[src/frame_counted_fifo_hysteresis_unit_assert.svh]
// Assertion macros for the frame counted descriptor FIFO.
// Included by the top level; expects clk and rst in scope.
`ifndef FRAME_COUNTED_FIFO_HYSTERESIS_UNIT_ASSERT_SVH
`define FRAME_COUNTED_FIFO_HYSTERESIS_UNIT_ASSERT_SVH

// Same-cycle implication, disabled during reset.
`define FCFH_ASSERT_IMPL(name, ante, cons, msg) \
  name: assert property (@(posedge clk) disable iff (rst) (ante) |-> (cons)) else $error(msg);

// Next-cycle implication, disabled during reset.
`define FCFH_ASSERT_NEXT(name, ante, cons, msg) \
  name: assert property (@(posedge clk) disable iff (rst) (ante) |=> (cons)) else $error(msg);

`endif

[src/fcfh_pkg.sv]
// Shared types and codes for the frame counted descriptor FIFO.
// Used by the controller, the datapath and the top level; no dependencies.
package fcfh_pkg;

  typedef enum logic [1:0] {
    CMD_ENQ   = 2'd0,
    CMD_PEEK  = 2'd1,
    CMD_DEQ   = 2'd2,
    CMD_PURGE = 2'd3
  } cmd_t;

  typedef enum logic [1:0] {
    STS_OK   = 2'd0,
    STS_OVER = 2'd1,
    STS_FULL = 2'd2,
    STS_NONE = 2'd3
  } status_t;

  localparam logic [1:0] REG_FRAME_LIMIT = 2'd0;
  localparam logic [1:0] REG_REFILL_THR  = 2'd1;

  typedef struct packed {
    logic [7:0]  tag;
    logic [15:0] frames;
    logic [15:0] handle;
  } entry_t;

  typedef enum logic [3:0] {
    S_IDLE,
    S_EXEC,
    S_PINIT,
    S_P1RD,
    S_P1EV,
    S_P1END,
    S_NONE,
    S_P2RD,
    S_P2EV
  } state_t;

  // Commands from the controller to the datapath.
  typedef struct packed {
    logic latch;
    logic exec;
    logic scan_sel;
    logic scan_load;
    logic scan_clr;
    logic idx_inc;
    logic p1_eval;
    logic p1_commit;
    logic p2_move;
    logic emit_purge;
    logic emit_none;
  } dp_cmd_t;

  // Status from the datapath to the controller.
  typedef struct packed {
    cmd_t new_cmd;
    logic out_free;
    logic scan_end;
    logic match;
    logic none_removed;
  } dp_stat_t;

endpackage

[src/fcfh_ctrl.sv]
// Sequencer for the descriptor FIFO: single commands and the two-pass purge.
// Depends on fcfh_pkg for the state, command and status types.
module fcfh_ctrl import fcfh_pkg::*; (
  input  logic     clk,
  input  logic     rst,
  input  logic     s_tvalid,
  output logic     s_tready,
  input  dp_stat_t stat,
  output dp_cmd_t  cmd
);

  state_t state, state_next;

  always_ff @(posedge clk) begin
    if (rst) begin
      state <= S_IDLE;
    end else begin
      state <= state_next;
    end
  end

  always_comb begin
    state_next = state;
    unique case (state)
      S_IDLE: begin
        if (s_tvalid) begin
          state_next = (stat.new_cmd == CMD_PURGE) ? S_PINIT : S_EXEC;
        end
      end
      S_EXEC:  if (stat.out_free) state_next = S_IDLE;
      S_PINIT: state_next = S_P1RD;
      S_P1RD:  state_next = stat.scan_end ? S_P1END : S_P1EV;
      S_P1EV:  state_next = S_P1RD;
      S_P1END: state_next = stat.none_removed ? S_NONE : S_P2RD;
      S_NONE:  if (stat.out_free) state_next = S_IDLE;
      S_P2RD:  state_next = stat.scan_end ? S_IDLE : S_P2EV;
      S_P2EV: begin
        if (!stat.match || stat.out_free) state_next = S_P2RD;
      end
      default: state_next = S_IDLE;
    endcase
  end

  always_comb begin
    cmd      = '0;
    s_tready = 1'b0;
    unique case (state)
      S_IDLE: begin
        s_tready  = 1'b1;
        cmd.latch = s_tvalid;
      end
      S_EXEC: cmd.exec = stat.out_free;
      S_PINIT: begin
        cmd.scan_sel  = 1'b1;
        cmd.scan_load = 1'b1;
        cmd.scan_clr  = 1'b1;
      end
      S_P1RD: cmd.scan_sel = 1'b1;
      S_P1EV: begin
        cmd.scan_sel = 1'b1;
        cmd.p1_eval  = 1'b1;
        cmd.idx_inc  = 1'b1;
      end
      S_P1END: begin
        cmd.p1_commit = 1'b1;
        cmd.scan_clr  = 1'b1;
      end
      S_NONE: cmd.emit_none = stat.out_free;
      S_P2RD: cmd.scan_sel = 1'b1;
      S_P2EV: begin
        cmd.scan_sel = 1'b1;
        if (stat.match) begin
          cmd.emit_purge = stat.out_free;
          cmd.idx_inc    = stat.out_free;
        end else begin
          cmd.p2_move = 1'b1;
          cmd.idx_inc = 1'b1;
        end
      end
      default: cmd = '0;
    endcase
  end

endmodule

[src/fcfh_dp.sv]
// Datapath for the descriptor FIFO: slot memory, totals, hysteresis flag,
// configuration registers and the output register. Depends on fcfh_pkg.
module fcfh_dp import fcfh_pkg::*; #(
  parameter int DEPTH = 16
) (
  input  logic        clk,
  input  logic        rst,
  input  logic        cfg_valid,
  input  logic [1:0]  cfg_index,
  input  logic [22:0] cfg_data,
  input  logic [39:0] s_tdata,
  input  logic [2:0]  s_tuser,
  input  dp_cmd_t     cmd,
  output dp_stat_t    stat,
  output logic        m_tvalid,
  input  logic        m_tready,
  output logic [71:0] m_tdata,
  output logic [2:0]  m_tuser,
  output logic        m_tlast
);

  localparam int AW = (DEPTH > 1) ? $clog2(DEPTH) : 1;
  localparam int CW = $clog2(DEPTH + 1);
  localparam int SW = CW + 1;

  logic [22:0]   frame_limit;
  logic [22:0]   refill_thr;
  cmd_t          in_cmd;
  entry_t        in_entry;
  logic          in_all;
  entry_t        mem [DEPTH];
  entry_t        rd_data;
  logic [AW-1:0] rd_addr;
  logic          wr_en;
  logic [AW-1:0] wr_addr;
  entry_t        wr_data;
  logic [AW-1:0] head, head_next;
  logic [CW-1:0] count, count_next;
  logic [23:0]   total, total_next;
  logic          sat, sat_next;
  logic [CW-1:0] scan_i;
  logic [CW-1:0] scan_len;
  logic [CW-1:0] kept;
  logic [23:0]   removed;
  logic [CW-1:0] last_pos;
  logic          match;
  logic          load_out;
  status_t       res_status;
  logic          res_valid;
  entry_t        res_entry;
  logic          res_last;

  function automatic logic [AW-1:0] slot_at(input logic [AW-1:0] base,
                                            input logic [CW-1:0] pos);
    logic [SW-1:0] sum;
    sum = SW'(base) + SW'(pos);
    if (sum >= SW'(DEPTH)) sum = sum - SW'(DEPTH);
    return sum[AW-1:0];
  endfunction

  always_ff @(posedge clk) begin
    if (rst) begin
      frame_limit <= '0;
      refill_thr  <= '0;
    end else if (cfg_valid) begin
      unique case (cfg_index)
        REG_FRAME_LIMIT: frame_limit <= cfg_data;
        REG_REFILL_THR:  refill_thr  <= cfg_data;
        default: ;
      endcase
    end
  end

  always_ff @(posedge clk) begin
    if (cmd.latch) begin
      in_cmd   <= cmd_t'(s_tuser[1:0]);
      in_all   <= s_tuser[2];
      in_entry <= entry_t'(s_tdata);
    end
  end

  // Slot memory; the read port is registered and sees the old data on a
  // same-address write.
  assign rd_addr = cmd.scan_sel ? slot_at(head, scan_i) : head;

  always_ff @(posedge clk) begin
    if (wr_en) mem[wr_addr] <= wr_data;
    rd_data <= mem[rd_addr];
  end

  assign match = in_all || (rd_data.tag == in_entry.tag);

  always_comb begin
    head_next  = head;
    count_next = count;
    total_next = total;
    sat_next   = sat;
    wr_en      = 1'b0;
    wr_addr    = slot_at(head, kept);
    wr_data    = rd_data;
    res_status = STS_OK;
    res_valid  = 1'b0;
    res_entry  = rd_data;
    res_last   = 1'b1;
    if (cmd.exec) begin
      case (in_cmd)
        CMD_ENQ: begin
          if (total > {1'b0, frame_limit}) begin
            res_status = STS_OVER;
          end else if (count == CW'(DEPTH)) begin
            res_status = STS_FULL;
          end else begin
            wr_en      = 1'b1;
            wr_addr    = slot_at(head, count);
            wr_data    = in_entry;
            count_next = count + 1'b1;
            total_next = total + 24'(in_entry.frames);
          end
        end
        CMD_PEEK, CMD_DEQ: begin
          res_status = STS_NONE;
          if (refill_thr == '0) begin
            if (count != '0) res_status = STS_OK;
          end else if (count == '0) begin
            sat_next = 1'b0;
          end else if (!(total < {1'b0, refill_thr}) || sat) begin
            sat_next   = 1'b1;
            res_status = STS_OK;
          end
          if (res_status == STS_OK) begin
            res_valid = 1'b1;
            if (in_cmd == CMD_DEQ) begin
              total_next = total - 24'(rd_data.frames);
              count_next = count - 1'b1;
              head_next  = (head == AW'(DEPTH - 1)) ? '0 : head + 1'b1;
            end
          end
        end
        default: res_status = STS_NONE;
      endcase
    end
    if (cmd.p1_commit) begin
      count_next = kept;
      total_next = total - removed;
    end
    if (cmd.p2_move) wr_en = 1'b1;
    if (cmd.emit_purge) begin
      res_valid = 1'b1;
      res_last  = (scan_i == last_pos);
    end
    if (cmd.emit_none) res_status = STS_NONE;
  end

  always_ff @(posedge clk) begin
    if (rst) begin
      head  <= '0;
      count <= '0;
      total <= '0;
      sat   <= 1'b0;
    end else begin
      head  <= head_next;
      count <= count_next;
      total <= total_next;
      sat   <= sat_next;
    end
  end

  // Purge scan bookkeeping. The first pass counts what stays and the frames
  // removed, so every purge result can carry the final totals.
  always_ff @(posedge clk) begin
    if (cmd.scan_load) scan_len <= count;
    if (cmd.scan_clr) begin
      scan_i  <= '0;
      kept    <= '0;
      removed <= '0;
    end else begin
      if (cmd.idx_inc) scan_i <= scan_i + 1'b1;
      if ((cmd.p1_eval && !match) || cmd.p2_move) kept <= kept + 1'b1;
      if (cmd.p1_eval && match) removed <= removed + 24'(rd_data.frames);
    end
    if (cmd.p1_eval && match) last_pos <= scan_i;
  end

  assign load_out = cmd.exec || cmd.emit_purge || cmd.emit_none;

  always_ff @(posedge clk) begin
    if (rst) begin
      m_tvalid <= 1'b0;
    end else if (load_out) begin
      m_tvalid <= 1'b1;
    end else if (m_tready) begin
      m_tvalid <= 1'b0;
    end
  end

  always_ff @(posedge clk) begin
    if (load_out) begin
      m_tdata <= {3'b000, 5'(count_next), total_next,
                  res_valid ? res_entry : entry_t'('0)};
      m_tuser <= {res_valid, res_status};
      m_tlast <= res_last;
    end
  end

  assign stat.new_cmd      = cmd_t'(s_tuser[1:0]);
  assign stat.out_free     = !m_tvalid || m_tready;
  assign stat.scan_end     = (scan_i == scan_len);
  assign stat.match        = match;
  assign stat.none_removed = (kept == scan_len);

endmodule

[src/frame_counted_fifo_hysteresis_unit.sv]
// Top level of the frame counted descriptor FIFO with refill hysteresis.
// Depends on fcfh_pkg, fcfh_ctrl, fcfh_dp and the assertion macro header.
//
//   channel  signals                        carries
//   cfg      cfg_valid/ready, index, data   register writes
//   s_*      tvalid/tready, tdata, tuser    commands with descriptors
//   m_*      tvalid/tready, tdata, tuser    results, tlast on the final one
//
// Enqueue, peek and dequeue take the transfer and then an execute step
// against the slot memory's registered read port, held while a result waits.
// Purge makes two passes over the N queued entries, a read and an evaluate
// step per entry, or only the first when nothing matches; result-side stalls can hold it.
// Reset is synchronous and empties the queue; no clearing pass is needed.
// A result waits in the output register; the next command is taken meanwhile.
`include "frame_counted_fifo_hysteresis_unit_assert.svh"

module frame_counted_fifo_hysteresis_unit import fcfh_pkg::*; #(
  parameter int DEPTH = 16
) (
  input  logic        clk,
  input  logic        rst,
  input  logic        cfg_valid,
  output logic        cfg_ready,
  input  logic [1:0]  cfg_index,
  input  logic [22:0] cfg_data,
  input  logic        s_tvalid,
  output logic        s_tready,
  input  logic [39:0] s_tdata,  // handle[15:0], frames[31:16], owner_tag[39:32]
  input  logic [2:0]  s_tuser,  // cmd[1:0], purge_all[2]
  output logic        m_tvalid,
  input  logic        m_tready,
  output logic [71:0] m_tdata,  // out_handle[15:0], out_frames[31:16], out_tag[39:32],
                                // queued_frames[63:40], queued_entries[68:64], zero[71:69]
  output logic [2:0]  m_tuser,  // status[1:0], valid_res[2]
  output logic        m_tlast
);

  dp_cmd_t  dp_cmd;
  dp_stat_t dp_stat;

  assign cfg_ready = 1'b1;

  fcfh_ctrl u_ctrl (
    .clk      (clk),
    .rst      (rst),
    .s_tvalid (s_tvalid),
    .s_tready (s_tready),
    .stat     (dp_stat),
    .cmd      (dp_cmd)
  );

  fcfh_dp #(
    .DEPTH (DEPTH)
  ) u_dp (
    .clk       (clk),
    .rst       (rst),
    .cfg_valid (cfg_valid),
    .cfg_index (cfg_index),
    .cfg_data  (cfg_data),
    .s_tdata   (s_tdata),
    .s_tuser   (s_tuser),
    .cmd       (dp_cmd),
    .stat      (dp_stat),
    .m_tvalid  (m_tvalid),
    .m_tready  (m_tready),
    .m_tdata   (m_tdata),
    .m_tuser   (m_tuser),
    .m_tlast   (m_tlast)
  );

  `FCFH_ASSERT_IMPL(a_valid_is_ok, m_tvalid && m_tuser[2], m_tuser[1:0] == STS_OK, "descriptor returned with a failing status")
  `FCFH_ASSERT_IMPL(a_empty_is_zero, m_tvalid && !m_tuser[2], m_tdata[39:0] == 40'd0, "descriptor fields not zero without an entry")
  `FCFH_ASSERT_IMPL(a_idle_quiet, s_tready, !(dp_cmd.exec || dp_cmd.emit_purge || dp_cmd.emit_none), "result produced while waiting for a command")
  `FCFH_ASSERT_IMPL(a_no_overwrite, dp_cmd.exec || dp_cmd.emit_purge || dp_cmd.emit_none, !m_tvalid || m_tready, "pending result overwritten")
  `FCFH_ASSERT_NEXT(a_accept_starts, s_tvalid && s_tready, !s_tready, "command accepted without leaving idle")

endmodule
[config.mk]
export PLATFORM = sky130hd
export DESIGN_NAME = frame_counted_fifo_hysteresis_unit
export DESIGN_NICKNAME = d
export VERILOG_FILES = /design/src/fcfh_pkg.sv /design/src/fcfh_ctrl.sv /design/src/fcfh_dp.sv /design/src/frame_counted_fifo_hysteresis_unit.sv
export VERILOG_INCLUDE_DIRS = /design/src /design/src/src
export SDC_FILE = /design/constraint.sdc
export NUM_CORES = 2
export LEC_CHECK = 0
export BUFFER_PORTS_ARGS = -buffer_cell sky130_fd_sc_hd__clkbuf_2
export CORE_ASPECT_RATIO = 1.1
export CORE_MARGIN = 2
export CORE_UTILIZATION = 53
export DETAILED_ROUTE_END_ITERATION = 8
export GPL_TIMING_DRIVEN = 0
export PLACE_DENSITY = 0.7
export SETUP_SLACK_MARGIN = 0.15
export SYNTH_ARGS = -nofsm -noshare
export SYNTH_HDL_FRONTEND = slang
export SYNTH_SLANG_ARGS = --single-unit
[constraint.sdc]
create_clock -name clk -period 7.9 [get_ports clk]
set_input_delay 0.79 -clock clk [delete_from_list [all_inputs] [get_ports clk]]
set_output_delay 0.79 -clock clk [all_outputs]
set_load 0.02 [all_outputs]
# --- After elaboration in Yosys (flattened, before gate mapping) ---
# Memories as Yosys holds them, arrays and structs flattened. A register that Yosys moved wholly into a read port is not among the register bits.
# Cells that the tools add are included.
totals:
  ff_bits: 245
  mem_bits_rw: 640
  in_bits: 73
  output_inout_bits: 79
  elab_cells: 171
  memories: 1
classes:
  addsub: 15
  magnitude_cmp: 5
  eq_ne: 21
  n_mux: 74
  bitwise: 1
  n_reduce_logical: 31
memory_table:
  columns: ["memory", "words", "word_bits", "read_ports", "rd_ports_with_merged_regs", "wr", "line_no", "text"]
  rows:
  - ["u_dp.mem", 16, 40, 1, 1, 1, "fcfh_dp.sv:31", "entry_t mem [DEPTH];"]
ops:
  columns: ["op", "count"]
  rows:
  - ["$mux W40", 4]
  - ["$mux W24", 6]
  - ["$mux W4", 13]
  - ["$add A24 B16 Y24", 2]
  - ["$pmux W24 S2", 1]
  - ["$mux W5", 6]
  - ["$mux W1", 29]
  - ["$pmux W4 S7", 1]
  - ["$gt A24 B23 Y1", 1]
  - ["$lt A24 B23 Y1", 1]
  - ["$sub A24 B16 Y24", 1]
  - ["$sub A24 B24 Y24", 1]
  - ["$logic_not A23 Y1", 1]
  - ["$mux W2", 11]
  - ["$add A4 B5 Y6", 3]
  - ["$ge A6 B5 Y1 const B", 3]
  - ["$eq A4 B3 Y1 const B", 4]
  - ["$add A5 B1 Y5 const B", 3]
  - ["$eq A5 B5 Y1", 3]
  - ["$sub A4 B1 Y4 const B", 3]
  - ["$pmux W5 S2", 1]
  - ["$eq A4 B2 Y1 const B", 2]
  - ["$eq A4 B4 Y1 const B", 2]
  - ["$eq A8 B8 Y1", 1]
  - ["24 further kinds", 44]

# --- Logic depth before layout (Yosys ltp) ---
logic_depth:
  ltp_word: 13
  ltp_mapped: 13
  ltp_nobuf: 13

# --- By module ---
# From an unflattened synthesis, not the netlist that was laid out.
hier_totals:
  cells_unflattened: 2860
  hier_area_um2: 41203.3
by_module_without_submodules:
  columns: ["mod", "n_inst", "cells_each", "area_per_inst_um2", "seq_area_each_um2"]
  rows:
  - ["fcfh_dp", 1, 2793, 40715.3, 26105.0]
  - ["fcfh_ctrl", 1, 65, 476.7, 80.1]
  - ["frame_counted_fifo_hysteresis_unit", 1, 2, 11.3, 0.0]

# --- Least setup slack after synthesis ---
# OpenSTA, ideal clock, no wires.
synth_path:
  kind: "reg-to-reg"
  start: "register u_dp.total[22]"
  end: "memory u_dp.mem[6][0] (netlist name) (enable)"
  setup_ns: 0.442
  t_arrival_ns: 4.328
  required_ns: 7.458
  path_slack_ns: 3.130
  path_stages_with_launch: 10
  n_path_buf: 0
  period_less_slack_ns: 4.770
  cell_sequence: "dfxtp_1 ha_1 nand4b_4 or2_1 or4_4 o21ai_0 nand4_1 mux2i_1 or2_2 nor2b_1"
synth_between:
  elab_chain_cells: 7
  word_cells_on_any_way: 10
  classes_between: "order compare (1); mux (9)"
synth_lines:
  columns: ["item", "line_no", "text"]
  rows:
  - ["from (decl)", "fcfh_dp.sv:39", "logic [23:0] total, total_next;"]
  - ["from (signal assigned)", "fcfh_dp.sv:163", "total <= total_next;"]
  - ["$gt A24 B23 Y1 (*)", "fcfh_dp.sv:108", "if (total > {1'b0, frame_limit}) begin"]
  - ["$mux W1", "fcfh_dp.sv:108", null]
  - ["$mux W1", "fcfh_dp.sv:106", "case (in_cmd)"]
  - ["$mux W1", "fcfh_dp.sv:105", "if (cmd.exec) begin"]
  - ["$mux W1", "fcfh_dp.sv:146", "if (cmd.p2_move) wr_en = 1'b1;"]
  - ["$mux W1", "fcfh_dp.sv:87", "if (wr_en) mem[wr_addr] <= wr_data;"]
  - ["$mux W1 (not written as such)", "fcfh_dp.sv:87", null]
  - ["to (decl)", "fcfh_dp.sv:31", null]
# Every way passes the cells marked *; elsewhere a longest branch is shown, timed or not.

# --- Worst setup path in the final report ---
layout_path:
  start: "register u_dp.total[19]"
  end: "memory u_dp.mem[10][25] (netlist name) (enable)"
# Same word-level chain as after synthesis.

==> metrics.md <==
| Metric | Value |
|---|---|
| Crit. End Element | `flop` |
| Die area | `around 0.08 sq mm` |
| Total GRT Usage | `27.46%` |
| Synth Warn # | `0` |
| Core box area | `between 0.07 and 0.08 sq mm` |
| Filler cell count in the final layout | `~5600` |
| Most common cell after layout, fill and taps aside | `edfxtp_1` |
| Root buf cell | `clkbuf_16` |
| Average instance area after synthesis | `about 15 sq um` |
| Leakage power | `17.07 nW` |
| Slew Viols, Final | `0` |
| Synth area leaders | `edfxtp_1, mux4_2, dfxtp_1` |
| Hold buffers post-CTS | `0` |
| Ant diodes | `0` |
| Clock buffer count from CTS | `89` |
| Global-route wire length before repair | `161.5 mm` |
| Area leader, netlist | `edfxtp_1` |
| IO Port Bufs | `147` |
| Syn Inst Count | `2782` |
| ANT nets after route | `0` |
| Nature of the critical path startpoint | `flop` |
| Reg2reg setup slack | `about 2.5 ns` |
| Layout Area Growth over Synthesis | `13.91%` |
| Nets | `~3300` |
| # rows | `between 100 and 150` |
| Worst ir drop on vdd | `approximately 0.25 mV` |
| CTS clk-pin slew, worst paths | `roughly 0.06 ns` |
| CP max stage cell | `nor2b_4` |
| Post-DR wirelength/cell | `26.34 um` |
| Clock Tree Buf Depth | `3` |
| Synth cell types | `90` |
| Clock power share | `34.9%` |
| Async SR Flop Fraction | `0%` |
| Setup TNS | `0 ns` |
| Max Fanout on Critical Path | `22` |
| Initial antenna violation count | `1` |
| Final setup vio count | `0` |
| Slew @ Worst Pin | `1.321 ns` |
| Chip Width | `roughly 270 um` |
| Dominant synthesized flop cell | `edfxtp_1` |
| Worst-path cell chain | `ha_1, nand3_1, or2_1, or4_4, o21ai_0, nand4_1, mux2i_1, nand2_1, nor2b_4, buf_12` |
| Routability cong. | `0.9614` |
| Post_cts resized | `0` |
| Setup CP Type | `flop to flop` |
| Largest net degree at the start of global routing | `just under 50` |
| Initial DRC Count | `approximately 2300` |
| Sequential Power Share | `46.1%` |
| Hold Slack | `~0.29 ns` |
| Synth Register Bits | `approximately 930` |
| First-pass DRT Iterations | `7` |
| Detailed Place HPWL | `74.90 mm` |
| Hold Crit Depth | `1` |
| Fmax | `0.1865 GHz` |
| Post-synthesis sequential area ratio | `63.88%` |
| IO Count | `roughly 150` |
| Post-synth EDFFs | `roughly 770` |
| Yosys top cell area share | `56.11%` |
| Final worst path period share | `between 60% and 70%` |
| Cell-internal power | `approximately 9.2 mW` |
| Unrepaired setup endpoints after global routing | `false` |
| Status | `complete, no violations` |
| Worst clock skew | `0.03422 ns` |
| Post-CTS Setup Repair Bufs | `0` |
| Most frequent cells in the layout | `edfxtp_1, nand2_1, a21oi_1, mux4_2, dfxtp_1` |
| Gr ovfl total | `0` |
| Total clock sinks | `just over 900` |
| Total vias in the final route | `between 20000 and 30000` |
| Vias in the first global route | `~26000` |
| Share of layout cells above drive strength 1 | `18.69%` |
| Combinational Power Share | `19.0%` |
| Sw frac | `around 28%` |
| CTS tree | `built` |
| Final WL | `approximately 110 mm` |
| Reg2Reg Depth | `10` |
| Min-Delay Path Class | `input port to flop` |
| Worst path arrival time | `around 5.7 ns` |
| Max-cap viol count | `0` |
| H-tree levels | `3` |
| Crit path required time | `~8.3 ns` |
| Fin worst setup slack | `approximately 2.5 ns` |
| Relative slew slack | `11.32%` |
| Fin. Hold Viols | `0` |
| Starting density of the core | `a little over half` |
| Power density over cell area | `about 270 mW/mm^2` |
| DRC violations left | `0` |
| Synth Cell Area | `0.04099 sq mm` |
| Slowest stage delay, CP | `roughly 0.85 ns` |
| Die H | `around 300 um` |
| Clock latency on the worst-skew pair | `about 0.67 ns` |
| Min Clock Period, post-route | `5.362 ns` |
| DR vias/cell | `about 6.1` |
| Sw Pwr | `roughly 3.6 mW` |
| Worst slack at placement | `between 2 and 3 ns` |
-- flip-flops by register name, summed over array words and instances, names as in the netlist, 23 cells and up --
name,count
u_dp.frame_limit,23
u_dp.in_entry,40
u_dp.m_tdata,69
u_dp.mem,640
u_dp.rd_data,40
u_dp.refill_thr,23
u_dp.removed,24
u_dp.total,24
-- per-stage QoR --
stage / total power [mW] / utilization [%] / area (sq um) / cells
floorplan: 7.585 / - / 41000 / 2784
global placement: 8.342 / 56.41 / 43020 / 3957
detailed placement: 8.422 / 57.20 / 43620 / 3978
CTS: 12.86 / 61.23 / 46690 / 4145
global route: 13.28 / 61.23 / 46690 / 4145
finish: 12.82 / 61.23 / 46690 / 4145
-- worst max-delay path, delay by kind of cell, from the launching register on --
kind,cells,cell delay [ns]
multiplexers,1,0.57
flip-flops,1,0.73
adder cells (fa/ha/maj),1,0.28
AND/OR/NAND/NOR,6,2.90
AO/OA/AOI/OAI,1,0.24
buffers and inverters,1,0.27
-- final cells by class --
type                            instances  area [sq um]  share of cell area [%]
Buffer                                120         523.0                   1.120
Timing Repair Buffer                  168          1209                   2.588
Clock inverter                         48         630.6                   1.350
Inverter                              127         476.7                   1.021
Clock buffer                          119          2440                   5.225
Tap cell                             1026          1284                   2.749
Sequential cell                       925         26190                   56.08
Multi-Input combinational cell       1612         13950                   29.87
-- cells by family (layout without fill, tap and decap cells) --
logic type / after synthesis / after routing / share of synthesized area (%)
buf+inv: 247 / 582 / 2.439
compound gates: 422 / 422 / 6.669
mux: 336 / 336 / 13.22
flops: 925 / 925 / 63.88
simple gates: 613 / 613 / 7.301
fa+ha+maj: 140 / 140 / 4.401
xor+xnor: 97 / 97 / 2.073
other cells: 2 / 4 / 0.01832
-- power by group through the flow --
stage          sequential, mW  clock [mW]  combinational, mW
3_5_place_dp             6.00           0               2.42
4_1_cts                  5.90        4.53               2.43
5_1_grt                  5.92        4.71               2.65
3_3_place_gp             6.01           0               2.33
6_report                 5.90        4.47               2.44
2_1_floorplan            5.99           0               1.60
-- cells in the mapped netlist (all sizes together) (15+ instances only) --
master	number
edfxtp	766
nand2	196
a21oi	163
mux4	160
dfxtp	159
ha	133
mux2i	133
nor2	127
inv	126
clkbuf	69
o21ai	66
xnor2	56
buf	51
and2	47
mux2	43
nand3	43
nor3	43
xor2	41
nor2b	26
nor4	24
a21o	23
and3	23
a211oi	22
nand4	20
nand2b	19
or3	19
o21a	17
o211ai	15
-- worst paths after layout --
| kind | start | end |
|---|---|---|
| worst min-delay path | s_tdata[23] | u_dp.in_entry[23] |
| worst max register to register | u_dp.total[19] | u_dp.mem[10][25] |
| worst min register to register | u_dp.scan_i[3] | u_dp.last_pos[3] |
| worst max-delay path | u_dp.total[19] | u_dp.mem[10][25] |
-- layer usage --
metal,global-route usage (%),part of all wire (%)
met1,33.65,38
met2,49.21,51
met3,3.725,6.4
met4,11.40,3.9
met5,0,0
Note: power is estimated with default switching activity, not from simulation.
